### config.mk
export PLATFORM = sky130hd
export DESIGN_NAME = rbs_resolve
export DESIGN_NICKNAME = d
export VERILOG_FILES = /design/src/sv/rbs_pkg.sv /design/src/sv/rbs_resolve.sv
export SDC_FILE = /design/constraint.sdc
export NUM_CORES = 1
export LEC_CHECK = 0
export BUFFER_PORTS_ARGS = -buffer_cell sky130_fd_sc_hd__buf_4
export CORE_MARGIN = 2
export CORE_UTILIZATION = 40
export DETAILED_ROUTE_END_ITERATION = 8
export SYNTH_ARGS = -nofsm -noshare
export SYNTH_HDL_FRONTEND = slang
export SYNTH_SLANG_ARGS = --single-unit
### constraint.sdc
create_clock -name vclk -period 17.22
set_input_delay 1.722 -clock vclk [all_inputs]
set_output_delay 1.722 -clock vclk [all_outputs]
set_load 0.01 [all_outputs]
### src/sv/rbs_pkg.sv
`timescale 1ns / 1ps
// ----------------------------------------------------------------------------
// rbs_pkg: shared definitions for the ray/box slab intersection block
// Default number format, axis count and configuration register indexes.
// ----------------------------------------------------------------------------
package rbs_pkg;

  localparam int COORD_WIDTH_DEF = 32;
  localparam int FRAC_BITS_DEF   = 16;
  localparam int NUM_AXES        = 3;
  localparam int CFG_INDEX_WIDTH = 3;

  typedef enum logic [CFG_INDEX_WIDTH-1:0] {
    REG_ORIGIN_X = 3'd0,
    REG_ORIGIN_Y = 3'd1,
    REG_ORIGIN_Z = 3'd2,
    REG_RECIP_X  = 3'd3,
    REG_RECIP_Y  = 3'd4,
    REG_RECIP_Z  = 3'd5,
    REG_MAX_DIST = 3'd6
  } cfg_reg_t;

endpackage

### src/sv/rbs_resolve.sv
`timescale 1ns / 1ps
// ----------------------------------------------------------------------------
// rbs_resolve: slab reduction and hit flags
// Orders each axis pair, keeps the largest entry and smallest exit.
// ----------------------------------------------------------------------------
module rbs_resolve #(
  parameter int COORD_WIDTH = rbs_pkg::COORD_WIDTH_DEF
) (
  input  logic signed [COORD_WIDTH-1:0] t_lo [rbs_pkg::NUM_AXES],
  input  logic signed [COORD_WIDTH-1:0] t_hi [rbs_pkg::NUM_AXES],
  input  logic signed [COORD_WIDTH-1:0] max_distance,
  output logic signed [COORD_WIDTH-1:0] t_near,
  output logic signed [COORD_WIDTH-1:0] t_far,
  output logic                          hit,
  output logic                          hit_in_range
);

  logic signed [COORD_WIDTH-1:0] enter [rbs_pkg::NUM_AXES];
  logic signed [COORD_WIDTH-1:0] leave [rbs_pkg::NUM_AXES];

  always_comb begin
    for (int a = 0; a < rbs_pkg::NUM_AXES; a++) begin
      if (t_lo[a] < t_hi[a]) begin
        enter[a] = t_lo[a];
        leave[a] = t_hi[a];
      end else begin
        enter[a] = t_hi[a];
        leave[a] = t_lo[a];
      end
    end
  end

  always_comb begin
    t_near = enter[0];
    t_far  = leave[0];
    for (int a = 1; a < rbs_pkg::NUM_AXES; a++) begin
      if (enter[a] > t_near) t_near = enter[a];
      if (leave[a] < t_far)  t_far  = leave[a];
    end
  end

  assign hit          = (t_far >= t_near) && (t_far >= 0);
  assign hit_in_range = hit && (t_near <= max_distance);

endmodule

# ---- Word level (Yosys, flattened, before mapping)
# Cells that the tools add are included.
# W data, S select, Z words.
dict set report totals {
  regBits 0
  latchBits 0
  mem_bits_rw 0
  mem_bits_ro 0
  inputBits 224
  out_inout_bits 66
  elab_cells 22
  memories 0
}
dict set report op_classes {
  addsub 0
  multipliers 0
  div 0
  order_cmp 10
  n_eq_ne 0
  n_shift 0
  n_mux 10
  n_bitwise 0
  n_reduce_logical 2
}
# op n
set ops {}
lappend ops {{$mux W32} 10}
lappend ops {{$lt A32 B32 Y1} 5}
lappend ops {{$gt A32 B32 Y1} 2}
lappend ops {{$ge A32 B1 Y1 const B} 1}
lappend ops {{$ge A32 B32 Y1} 1}
lappend ops {{$le A32 B32 Y1} 1}
lappend ops {{$logic_and A1 B1 Y1} 2}

# ---- Longest topological paths before layout
dict set report depth {
  depth_word 9
  mapped_depth 46
}

# ---- Least setup slack after synthesis
# Ideal clock, no wire load.
dict set report synth_path {
  kind {input to output}
  startpoint {input t_hi[57] (netlist bit)}
  endpoint {output hit_in_range}
  arrival_ns 11.667
  setup_slack_ns 3.831
  cell_stages 46
  path_cell_list {inv_1 -> ha_1 -> a21o_1 -> a221o_1 -> a211oi_2 -> o22ai_1 -> a211oi_2 -> clkbuf_1 -> buf_2 -> mux2i_1 -> inv_1 -> ha_1 -> nand3_1 -> nor3_1 -> nand4_1 -> or4_1 -> o221ai_1 -> a211oi_1 -> [... 10 more ...] -> o21ai_0 -> a22o_1 -> nor4_1 -> mux2i_1 -> clkbuf_1 -> clkbuf_1 -> mux2i_1 -> ha_1 -> nand4_1 -> nor4_1 -> inv_1 -> or4_1 -> nor2_1 -> o31a_1 -> nor4_1 -> xnor2_1 -> o21bai_1 -> a211oi_1}
}
dict set report synth_between {
  elab_chain_cells 9
  word_cells_on_any_way 16
  classes_between {order compare (8); mux (6); reduce/logical (2)}
}
# element line_no
set synth_lines {}
lappend synth_lines {{start, declared} rbs_resolve.sv:10} ;# input logic signed [COORD_WIDTH-1:0] t_hi [rbs_pkg::NUM_AXES],
lappend synth_lines {{$lt A32 B32 Y1} rbs_resolve.sv:23} ;# if (t_lo[a] < t_hi[a]) begin
lappend synth_lines {{$mux W32 *} rbs_resolve.sv:23}
lappend synth_lines {{$gt A32 B32 Y1} rbs_resolve.sv:37} ;# if (enter[a] > t_near) t_near = enter[a];
lappend synth_lines {{$mux W32 *} rbs_resolve.sv:37}
lappend synth_lines {{$gt A32 B32 Y1} rbs_resolve.sv:37}
lappend synth_lines {{$mux W32 *} rbs_resolve.sv:37}
lappend synth_lines {{via t_near[31]} rbs_resolve.sv:12} ;# output logic signed [COORD_WIDTH-1:0] t_near,
lappend synth_lines {{$ge A32 B32 Y1} rbs_resolve.sv:42} ;# assign hit = (t_far >= t_near) && (t_far >= 0);
lappend synth_lines {{$logic_and A1 B1 Y1} rbs_resolve.sv:42}
lappend synth_lines {{$logic_and A1 B1 Y1 *} rbs_resolve.sv:43} ;# assign hit_in_range = hit && (t_near <= max_distance);
lappend synth_lines {{end, declared} rbs_resolve.sv:15} ;# output logic hit_in_range
# Mark *: on every way through the listed nets, which the timed path passes. The rest lies on a longest branch.

# ---- Worst setup path after layout
dict set report layout_path {
  startpoint {input t_lo[49] (netlist bit)}
  endpoint {output hit_in_range}
}
dict set report layout_between {
  elab_chain_cells 9
  word_cells_on_any_way 16
  classes_between {order compare (8); mux (6); reduce/logical (2)}
}
# element line_no
set layout_lines {}
lappend layout_lines {{start, declared} rbs_resolve.sv:9} ;# input logic signed [COORD_WIDTH-1:0] t_lo [rbs_pkg::NUM_AXES],
lappend layout_lines {{$lt A32 B32 Y1} rbs_resolve.sv:23}
lappend layout_lines {{$mux W32} rbs_resolve.sv:23}
lappend layout_lines {{$lt A32 B32 Y1 / $gt A32 B32 Y1 (equally long branches)} {rbs_resolve.sv:38, rbs_resolve.sv:37}}
lappend layout_lines {{$mux W32, on equally long branches} {rbs_resolve.sv:38, rbs_resolve.sv:37}}
lappend layout_lines {{$lt A32 B32 Y1 / $gt A32 B32 Y1 (equally long branches)} {rbs_resolve.sv:38, rbs_resolve.sv:37}}
lappend layout_lines {{$mux W32, on equally long branches} {rbs_resolve.sv:38, rbs_resolve.sv:37}}
lappend layout_lines {{$ge A32 B32 Y1 / $ge A32 B1 Y1 (equally long branches)} rbs_resolve.sv:42}
lappend layout_lines {{$logic_and A1 B1 Y1} rbs_resolve.sv:42}
lappend layout_lines {{$logic_and A1 B1 Y1 *} rbs_resolve.sv:43}
# Mark *: on every way between the ends. The rest lies on a longest branch, timed or not.

==> summary.txt <==
STA
  – Min cycle time layout: roughly 16 ns
  – Unrepaired setup endpoints after global routing: false
  – Endpoints failing setup: 0
  – Worst Tran Pin Value: between 1 and 1.5 ns
  – Final worst slack: between 1 and 1.5 ns
  – Hold Fails Final Rpt: 0
  – Max Slew Vio Count: 0
  – Rel. slew slack: 0.277
  – Tcrit/Tclk final: 0.916
  – F_max: approximately 63 MHz
  – Setup TNS: 0 ns

Die
  – Core area: ~0.028 mm²
  – Die H: ~170 µm
  – FP Rows: 61
  – Die area: between 0.02 and 0.03 mm²
  – Num ports: 290
  – Die Wd: between 150 and 200 µm
  – Initial Utilization: 0.405

Cells and area
  – Layout Area Growth over Synthesis: 23.3%
  – Fraction of layout cells with a size suffix above 1: 0.245
  – Final #Nets: around 2,200
  – Fin util: 0.499
  – Register area: 0 µm²
  – Sequential cells: 0
  – Fin cells: around 2,000
  – Multi-input logic area: 0.0101 mm²
  – Fillers: between 2,000 and 3,000
  – Clock buffers: 0

Yosys
  – Syn Nets: ~1,900
  – Synth area leader: ha_1
  – Syn. warnings: 0
  – Post-Syn Instances: about 1,400
  – Synthesized cell area: between 0.01 and 0.015 mm²
  – Netlist cell types: between 60 and 70
  – Area contributors post-synth: ha_1, mux2i_1, mux2_2
  – Avg Cell Area, Syn: roughly 8 µm²
  – Synth top area share: 0.317
  – Register area share after synthesis: 0

Clocking
  – Resized Gates After CTS: 0
  – Post-CTS Setup Repair Bufs: 0
  – Hold_buf cts: 0

Placement
  – DPL Wire Length: 34.8 mm
  – DP Cell Count: 2,049
  – Place WS: approximately 1.8 ns
  – IO Port Bufs: a little under 300
  – Routability cong.: just under 1

Global routing
  – Initial antenna violation count: 1
  – Grt ovf: 0
  – First-pass GRT wire length: roughly 60 mm
  – Largest net degree at the start of global routing: 47
  – Vias in the first global route: 11,000
  – Total track usage: 0.255

Routing
  – Drt pass-1 iters: 5
  – Vias: 11,200
  – # DRC: 0
  – WL per Instance: roughly 19 µm
  – Antenna Violating Nets Remaining: 0
  – Avg Vias per Cell: between 5 and 6
  – DR iter-0 viols: slightly below 700
  – DRT Wirelength: between 30 and 40 mm

Pwr
  – Peak supply drop: approximately 0.056 mV
  – Power Total: 0.00153 W
  – Leakage: between 8 and 9 nW
  – Pwr Density: 111 mW/mm²

Worst setup path
  – Crit path buf inv count: 5
  – Most frequent CP cell: o21ai_0
  – CP startpoint kind: input pin
  – CP Class: input pin to primary output
  – Data required time of the worst path: 15.50 ns
  – Worst endpoint data arrival time: about 14 ns
  – Slowest CP cell: a211oi_4
  – CP peak stage delay: 0.90 ns
  – CP Max Fanout: 33
  – CP endpoint kind: primary output
  – CP delay by family, top: compound AO/OA/AOI/OAI gates

Hold path
  – Min-delay worst type: input pin to primary output

Status
  – Status: completed

Job
  – Max-Cap Viols: 0
[metrics by stage]
| step | instance area, µm² | hold slack, ns |
|---|---|---|
| after detailed placement | 13800 | 4.00 |
| after CTS | 13800 | 4.00 |
| after floorplan | 11200 | 3.73 |
| final | 13800 | 4.00 |
| after global routing | 13800 | 4.03 |
| after global placement | 13800 | 4.00 |
[report_power, final]
group	switching [W]	internal, W	total (W)	leakage, nW
combinational	0.000835	0.000700	0.00153	8.07
clock	0	0.00000000000777	0.00000000000777	0.00000634
sequential	0	0	0	0
[cell usage in the layout (no fill, tap or decap), types with 36 or more instances in the layout]
master / synthesis / final
mux2_2: 98 / 98
nor2_1: 36 / 36
a21oi_1: 74 / 74
mux2i_1: 251 / 250
a21o_1: 54 / 54
nand2_1: 47 / 47
nand4_1: 42 / 42
ha_1: 283 / 283
inv_1: 262 / 262
o21ai_0: 47 / 47
buf_4: 1 / 298
[cell usage after synthesis, types with 3 or more instances]
cell	count
a211oi_1	12
a221oi_1	7
ha_1	283
or3_1	3
a21oi_1	74
a31oi_1	6
nor2b_1	11
a211oi_2	3
nand2b_1	10
nor4_1	7
o211ai_1	6
a21o_1	54
o21ai_1	3
a211o_1	5
and2_1	6
clkbuf_1	18
mux2i_1	251
and4_1	6
and3_1	5
o21a_1	13
inv_1	262
buf_1	9
o21ai_0	47
buf_2	8
nand3_1	20
nor2_1	36
mux2_2	98
o221ai_1	4
or4_1	4
nand4_1	42
a221o_1	3
nand2_1	47
nor3_1	10
[logic make-up after synthesis]
family | after synthesis | share of synthesized area
and+or+nand+nor | 216 | 0.102
buffers and inverters | 299 | 0.102
AOI/OAI and AO/OA | 261 | 0.153
xor gates and xnor gates | 1 | 0.000784
adders and majority gates | 283 | 0.317
muxes | 350 | 0.324
[cell type report]
type	instances	area share
diodes	1	0.000182
inverters	262	0.0714
multi-input cells	1111	0.732
well taps	378	0.0343
repair buffers	298	0.162
[per-layer routing]
layer / GRT usage / up-vias / wire (µm)
met5: 0 / - / 0
met4: 0.0527 / 0 / 913
met3: 0.0186 / 38 / 2110
met2: 0.415 / 305 / 16900
met1: 0.369 / 5175 / 18700
li1: - / 5673 / -
[final timing paths]
kind                      endpoint  cells past startpoint      from
worst max-delay path  hit_in_range                     44  t_lo[49]
worst min-delay path     t_far[24]                      4  t_hi[24]
Note: power is estimated with default switching activity, not from simulation.
