===== src/sv/rbs_pkg.sv =====
`timescale 1ns / 1ps
// ----------------------------------------------------------------------------
// rbs_pkg: shared definitions for the ray/box slab intersection block
// Default number format, axis count and configuration register indexes.
// ----------------------------------------------------------------------------
package rbs_pkg;

  localparam int COORD_WIDTH_DEF = 32;
  localparam int FRAC_BITS_DEF   = 16;
  localparam int NUM_AXES        = 3;
  localparam int CFG_INDEX_WIDTH = 3;

  typedef enum logic [CFG_INDEX_WIDTH-1:0] {
    REG_ORIGIN_X = 3'd0,
    REG_ORIGIN_Y = 3'd1,
    REG_ORIGIN_Z = 3'd2,
    REG_RECIP_X  = 3'd3,
    REG_RECIP_Y  = 3'd4,
    REG_RECIP_Z  = 3'd5,
    REG_MAX_DIST = 3'd6
  } cfg_reg_t;

endpackage


===== src/sv/rbs_cfg_regs.sv =====
`timescale 1ns / 1ps
// ----------------------------------------------------------------------------
// rbs_cfg_regs: ray configuration registers
// Holds origin, reciprocal direction and maximum distance of the ray.
// ----------------------------------------------------------------------------
module rbs_cfg_regs #(
  parameter int COORD_WIDTH = rbs_pkg::COORD_WIDTH_DEF,
  parameter int FRAC_BITS   = rbs_pkg::FRAC_BITS_DEF
) (
  input  logic                                   clk,
  input  logic                                   rst,
  input  logic                                   cfg_valid,
  output logic                                   cfg_ready,
  input  logic [rbs_pkg::CFG_INDEX_WIDTH-1:0]    cfg_index,
  input  logic [COORD_WIDTH-1:0]                 cfg_data,
  output logic signed [COORD_WIDTH-1:0]          origin [rbs_pkg::NUM_AXES],
  output logic signed [COORD_WIDTH-1:0]          recip  [rbs_pkg::NUM_AXES],
  output logic signed [COORD_WIDTH-1:0]          max_distance
);

  localparam logic signed [COORD_WIDTH-1:0] ONE =
    COORD_WIDTH'(1) << FRAC_BITS;
  localparam logic signed [COORD_WIDTH-1:0] MAX_POS =
    {1'b0, {(COORD_WIDTH-1){1'b1}}};

  // Writes are always taken.
  assign cfg_ready = 1'b1;

  always_ff @(posedge clk) begin
    if (rst) begin
      for (int a = 0; a < rbs_pkg::NUM_AXES; a++) begin
        origin[a] <= '0;
        recip[a]  <= ONE;
      end
      max_distance <= MAX_POS;
    end else if (cfg_valid) begin
      case (rbs_pkg::cfg_reg_t'(cfg_index))
        rbs_pkg::REG_ORIGIN_X: origin[0]    <= cfg_data;
        rbs_pkg::REG_ORIGIN_Y: origin[1]    <= cfg_data;
        rbs_pkg::REG_ORIGIN_Z: origin[2]    <= cfg_data;
        rbs_pkg::REG_RECIP_X:  recip[0]     <= cfg_data;
        rbs_pkg::REG_RECIP_Y:  recip[1]     <= cfg_data;
        rbs_pkg::REG_RECIP_Z:  recip[2]     <= cfg_data;
        rbs_pkg::REG_MAX_DIST: max_distance <= cfg_data;
        default: ;  // drop writes to unknown indexes
      endcase
    end
  end

endmodule


===== config.mk =====
export PLATFORM = sky130hd
export DESIGN_NAME = rbs_cfg_regs
export DESIGN_NICKNAME = d
export VERILOG_FILES = /design/src/sv/rbs_pkg.sv /design/src/sv/rbs_cfg_regs.sv
export SDC_FILE = /design/constraint.sdc
export NUM_CORES = 1
export LEC_CHECK = 0
export BUFFER_PORTS_ARGS = -buffer_cell sky130_fd_sc_hd__buf_2
export CAP_MARGIN = 25
export CORE_ASPECT_RATIO = 2
export CORE_UTILIZATION = 55
export DETAILED_ROUTE_END_ITERATION = 6
export MAX_ROUTING_LAYER = met4
export PLACE_DENSITY = 0.9
export SKIP_CTS_REPAIR_TIMING = 1
export SYNTH_ARGS = -nofsm -noshare
export SYNTH_HDL_FRONTEND = slang
export SYNTH_SLANG_ARGS = --single-unit

===== constraint.sdc =====
create_clock -name clk -period 3.04 [get_ports clk]
set_input_delay 0.304 -clock clk [delete_from_list [all_inputs] [get_ports clk]]
set_output_delay 0.304 -clock clk [all_outputs]
set_load 0.01 [all_outputs]

======== Word-level counts from Yosys, hierarchy flattened ========
Index checks and enable logic that the tools add are counted.
storage, ports and cells
  register bits ........................... 224
  word-level logic and storage cells ...... 21
operators by class
  equality and inequality tests ........... 6
  reduce and logical (&&, ||, !) cells .... 8
operators by type and width
  operator              count
  $reduce_and A2 Y1     7
  $eq A3 B3 Y1 const B  3
  $eq A3 B2 Y1 const B  2
  $eq A3 B1 Y1 const B  1
  $logic_not A3 Y1      1

======== Logic depth before layout (Yosys ltp) ========
Gate-level depths: netlist (run 1).
  depth after elaboration ................. 2
  depth in mapped cells ................... 6

======== Worst setup path after synthesis (run 1) ========
Ideal clock, no wire load.
  path type ............................... input -> register
  start ................................... input port cfg_index[0] (netlist name)
  end ..................................... register origin[86] (netlist name)
  setup slack ............................. 1.611 ns
  arrival time ............................ 1.305 ns
  stages .................................. 5
  setup time .............................. 0.124 ns
  required time ........................... 2.916 ns
  cells stage by stage .................... buf_6 > or4b_4 > buf_6 > buf_6 > mux2i_1
between the ends
  word-level cells in the longest chain between the ends .. 2
ends and longest elaborated chain
  what                                RTL line            RTL
  from (decl)                         rbs_cfg_regs.sv:14  input logic [rbs_pkg::CFG_INDEX_WIDTH-1:0] cfg_index,
  $logic_not A3 Y1                    rbs_cfg_regs.sv:37  case (rbs_pkg::cfg_reg_t'(cfg_index))
  $reduce_and A2 Y1 (no source line)  --
  to (decl)                           rbs_cfg_regs.sv:16  output logic signed [COORD_WIDTH-1:0] origin [rbs_pkg::NUM_AXES],
No other way between the ends.
A chain may end at the register's enable or synchronous reset.

======== Final worst setup path (run 1) ========
  start ................................... input port cfg_index[2] (netlist name)
  end ..................................... register recip[88] (netlist name)
between the ends
  word-level cells in the longest chain between the ends .. 2
ends and longest elaborated chain
  what                                RTL line            RTL
  $eq A3 B2 Y1                        rbs_cfg_regs.sv:37
  $reduce_and A2 Y1 (no source line)  --
  to (decl)                           rbs_cfg_regs.sv:17  output logic signed [COORD_WIDTH-1:0] recip [rbs_pkg::NUM_AXES],
No other way between the ends.

==> out/results.tsv, run 1 <==
metric	value	unit
Worst Setup SP	cfg_index[2]	
gpl congestion	0.8526	
Final Cell Area	10830	um2
PortBufs	261	
crit path time final	1.451	ns
final hold violation count	0	
gr ovfl total	0	
Crit Reg-Reg Endpoint	recip[90]$_SDFFE_PP0P_	
DR WL/cell	17.78	um
clk_skew	0	ns
die height	180.4	um
Slew headroom	38.24	%
Finished Core Util	70.09	%
cell family with most CP delay	simple AND/OR/NAND/NOR gates	
row count	64	
Hold Path Origin	cfg_data[19]	
clk slew on worst S/H paths	0.07	ns
Hold WC Path Type	input pin to flop	
Worst Reg2Reg Path Length in Cells	2	
Vias/cell	5.215	
CP Capture Type	flop	
part of the cycle the worst path needs	47.72	%
Mapped Avg Cell Area	10.86	um2
reg-to-reg startpoint	recip[90]$_SDFFE_PP0P_	
Critical Path AT	1.80	ns
CP max stage delay	0.69	ns
clock tree buffer depth	3	
Post-Syn Nets	844	
fraction of layout cells with a size suffix above 1	29.79	%
1st-pass router iterations	6	
Die X	91.19	um
Setup CP Type	input pin to flop	
Critical Path RT	3.39	ns
maxcap violations	0	
Worst Hold Depth	3	
Stages on worst setup path	4	
largest net degree at the start of global routing	85	
Final Max Slew Viols	0	
CP bufs+invs	2	
Detail Route Antenna Nets	0	
Fmax	689.3	MHz
peak supply drop	490.6	uV
Final Routed Wirelength	22290	um
post-DP HPWL	16000	um
reg2reg setup slack	2.34	ns
worst-margin pin slew	0.9243	ns
DRT iter0 DRCs	209	
Initial Utilization	56.62	%
H-tree depth	1	
Hold Crit Endpoint	max_distance[19]$_SDFFE_PP1P_	
PwrDens	543.8	nW/um2
sequential share of the synthesized area	51.24	%
Yosys Warn Count	0	
CTS tree	yes	
critical path's slowest cell	nand4b_1	
Layout area overhead	23.79	%
Syn Std Cell Area	8751	um2
TritonCTS buffer count	19	
unrepaired setup endpoints after global routing	no	
status	complete, no violations	
Synth cell types	15	
filler instances	1132	
Critical Path, Cell by Cell	buf_2 -> nand4b_1 -> buf_4 -> mux2i_1	
die area	16450	um2
Total Neg Setup Slack	0	ns
DP Area	10210	um2
Clock Sinks	224	
Syn Inst Count	806	
Core ar.	15450	um2
initial antenna violation count	2	
worst-path fanout max	13	
type of origin of the critical path	input pin	
first-pass GRT wire length	34480	um
LEAKAGE	5.592	nW
final setup vio count	0	
DRC violations left	0	
IO Pins	263	
Final nets	1080	
later-pin clock latency in the skew report	0.47	ns
Yosys reg bits	224	
Root Driver	clkbuf_16	
vias after detailed routing	6540	
GRT Overall Usage	27.29	%
vias in the first global route	6554	
flip-flops by register name, indices dropped and copies added, names as in the netlist:
signal and cells:
origin 96, max_distance 32, recip 96
cells in the final DEF, fill, tap and decap left out, drive strengths merged, types with 2 or more instances in the layout:
cell / n
buf: 276
mux2i: 224
dfxtp: 224
nand2b: 222
nor2: 65
clkbuf: 22
clkinv: 9
nand4bb: 3
diode: 2
nand4b: 2
bufinv: 2
worst max-delay path by stage:
stage	slack [ns]	endpoint
after floorplan	1.61	origin[86]$_SDFFE_PP0P_
after global placement	1.13	recip[88]$_SDFFE_PP0P_
after detailed placement	1.06	recip[88]$_SDFFE_PP0P_
after CTS	1.56	recip[88]$_SDFFE_PP0P_
after global routing	1.48	recip[80]$_SDFFE_PP1P_
final	1.59	recip[88]$_SDFFE_PP0P_
per-stage QoR:
stage	power (W)	hold WS, ns	setup WS (ns)	cells
2_1_floorplan	0.003368	0.4712	1.611	806
3_3_place_gp	0.003531	0.4552	1.130	1219
3_5_place_dp	0.003543	0.4580	1.064	1219
4_1_cts	0.005933	0.09044	1.557	1252
5_1_grt	0.006062	0.1046	1.478	1254
6_report	0.005890	0.1021	1.589	1254
layout make-up:
type | count | area [um2] | share of cell area [%]
antenna | 2 | 5.005 | 0.04620
clock buffer | 22 | 496.7 | 4.585
clock inverter | 11 | 116.4 | 1.074
multi-input combinational | 521 | 4033 | 37.23
sequential | 224 | 4484 | 41.40
tap | 198 | 247.7 | 2.287
timing repair buffer | 276 | 1450 | 13.39
kinds of logic (layout without fill, tap and decap cells):
kind of cell	Yosys count	after routing	synth area share [%]
other cells	1	3	0.04285
buf+inv	61	309	3.360
flops	224	224	51.24
simple gates	296	296	19.73
mux	224	224	25.62
synth_stat cells, drive strengths merged:
cell	number	share of area (%)
nand2b	222	16
dfxtp	224	51
buf	31	2.1
nor4bb	1	0.11
clkbuf	30	1.3
nand4b	2	0.20
conb	1	0.043
and4b	1	0.11
nor2	65	2.8
nor4b	1	0.10
or4b	1	0.16
mux2i	224	26
nand4bb	3	0.39
report_power, final:
| group | internal (W) | total, W | switching, W |
|---|---|---|---|
| registers | 0.00300 | 0.00303 | 0.0000339 |
| logic | 0.000194 | 0.000444 | 0.000250 |
| clock network | 0.00135 | 0.00241 | 0.00106 |
per-layer routing:
layer	share of wire (%)	vias up	track usage (%)	wire length, um
met1	36	3097	27.34	8119
li1	-	3119	-	-
met2	53	243	49.79	11740
met4	6.0	0	14.92	1335
met3	4.9	81	4.093	1097
met5	0	-	-	0
worst register-to-register path: stages (launching register included):
cell and delay [ns]:
dfxtp_1 0.42, nand2b_1 0.09, mux2i_1 0.13
Note: power is estimated with default switching activity, not from simulation.
==> run 2: changes to the inputs <==
--- a/config.mk
+++ b/config.mk
@@ -8,10 +8,10 @@
 export BUFFER_PORTS_ARGS = -buffer_cell sky130_fd_sc_hd__buf_2
 export CAP_MARGIN = 25
 export CORE_ASPECT_RATIO = 2
-export CORE_UTILIZATION = 55
+export CORE_UTILIZATION = 46
 export DETAILED_ROUTE_END_ITERATION = 6
 export MAX_ROUTING_LAYER = met4
-export PLACE_DENSITY = 0.9
+export PLACE_DENSITY = 0.81
 export SKIP_CTS_REPAIR_TIMING = 1
 export SYNTH_ARGS = -nofsm -noshare
 export SYNTH_HDL_FRONTEND = slang
==> constraint.sdc (replaced) <==
create_clock -name clk -period 1.2 [get_ports clk]
set_input_delay 0.12 -clock clk [delete_from_list [all_inputs] [get_ports clk]]
set_output_delay 0.12 -clock clk [all_outputs]
set_load 0.01 [all_outputs]
==> run 2 against run 1 <==
Net effect: final area increased by 6.8%; wire length increased by 5.5%; worst hold slack got worse by 0.087 ns; highest routed layer unchanged; die area increased by 19%; core utilization decreased by 8.4 points; sequential share of layout area decreased by 2.6 points; first-iteration DRC count increased by 3.8%; critical path depth decreased by 3; sequential power increased to 2.5 times the previous value; critical endpoint is now origin[81]; total power increased to 2.7 times the previous value; largest power group unchanged; via count increased by 2.1%.
==> out/results.tsv, run 2 (synthesis gave the netlist of run 1 again) <==
metric	value	unit
final hold violation count	0	
PwrDens	1371	nW/um2
worst-path fanout max	2	
unrepaired setup endpoints after global routing	no	
IO Pins	263	
Multi-input gate area	4033	um2
gpl congestion	0.8203	
Hold WC Path Type	input pin to flop	
CP bufs+invs	1	
CTS tree	yes	
Reg area	4484	um2
Setup CP Type	flop to output pin	
Initial Utilization	46.69	%
cell family with most CP delay	flip-flops	
GRT Overall Usage	23.60	%
Final Max Slew Viols	0	
die area	19610	um2
DR WL/cell	17.22	um
biggest regs	origin x96, recip x96, max_distance x32	
crit path time final	1.121	ns
LEAKAGE	5.895	nW
clk slew on worst S/H paths	0.07	ns
peak supply drop	1214	uV
most common cell after layout, fill and taps aside	buf_2	
first-pass GRT wire length	35130	um
Die X	99.53	um
DRC violations left	0	
fraction of layout cells with a size suffix above 1	30.23	%
clock tree buffer depth	3	
DRT iter0 DRCs	217	
largest net degree at the start of global routing	54	
Vias/cell	4.894	
Total Power	0.01586	W
H-tree depth	1	
Critical Path RT	1.08	ns
Critical Path AT	1.00	ns
Core ar.	18740	um2
clk_skew	0	ns
Detail Route Antenna Nets	0	
Fmax	892.4	MHz
later-pin clock latency in the skew report	0.49	ns
critical path's slowest cell	dfxtp_1	
vias in the first global route	6613	
Final Routed Wirelength	23510	um
Clock Sinks	224	
vias after detailed routing	6680	
Layout area overhead	32.16	%
most frequent cells in the layout	buf_2, mux2i_1, dfxtp_1	
initial antenna violation count	1	
status	complete, no violations	
1st-pass router iterations	4	
die height	197.1	um
Total Neg Setup Slack	0	ns
CP Capture Type	output pin	
part of the cycle the worst path needs	93.38	%
filler instances	1553	
gr ovfl total	0	
type of origin of the critical path	flop	
row count	71	
final setup vio count	0	
post-DP HPWL	16340	um
CP max stage delay	0.34	ns
Critical Path, Cell by Cell	buf_2	
PortBufs	261	
Root Driver	clkbuf_16	
Final nets	1133	
TritonCTS buffer count	20	
maxcap violations	0	
run 2: cell types whose count changed in the layout (fill, tap and decap cells not counted), moves of 2 or more:
cell           before  now
buf_12              2   11
dlygate4sd3_1       0   31
clkinv_4            3    0
clkbuf_16          19   21
buf_4              13   25
clkbuf_1            2    4
bufinv_16           2    4
run 2: final cells by class:
cell class	instances	area share (%)
clock inverters	10	1.320
repair buffers	328	17.56
flip-flops and latches	224	38.78
well taps	255	2.759
clock buffers	25	4.674
diodes	2	0.04328
multi-input cells	521	34.87
run 2: through the flow:
stage	hold WS (ns)	setup WS, ns	cell area [um2]	util (%)	instances
after floorplan	0.2872	-0.008924	8763	-	806
final	0.01509	0.07942	11560	61.70	1365
after global routing	0.01119	0.04177	11560	61.68	1364
after detailed placement	0.4053	-0.1065	10560	56.32	1297
after CTS	-0.1078	0.06370	11250	60.02	1332
after global placement	0.3882	-0.07086	10560	56.32	1297
run 2: worst paths after layout:
kind	slack, ns	to	cells past startpoint	start
max reg2reg	0.50	max_distance[1]$_SDFFE_PP1P_	2	max_distance[1]$_SDFFE_PP1P_
min	0.02	recip[5]$_SDFFE_PP0P_	3	rst
max	0.08	origin[81]	1	origin[81]$_SDFFE_PP0P_
min reg2reg	0.47	origin[69]$_SDFFE_PP0P_	2	origin[69]$_SDFFE_PP0P_
run 2: power breakdown:
part	switching (W)	total (W)	internal, W
clock network	0.00282	0.00689	0.00407
logic	0.000670	0.00129	0.000618
registers	0.0000828	0.00768	0.00760
total	0.00358	0.0159	0.0123
run 2: worst min-delay path: stages:
cell and delay [ns]:
buf_6 0.16, nand2b_1 0.12, mux2i_1 0.06
run 2: metal layers:
metal,vias to the layer above,global-route usage [%],share of wire [%]
met5,-,-,0
met1,3170,24.68,37
met2,214,42.49,53
li1,3216,-,-
met3,80,3.291,4.3
met4,0,12.25,5.4
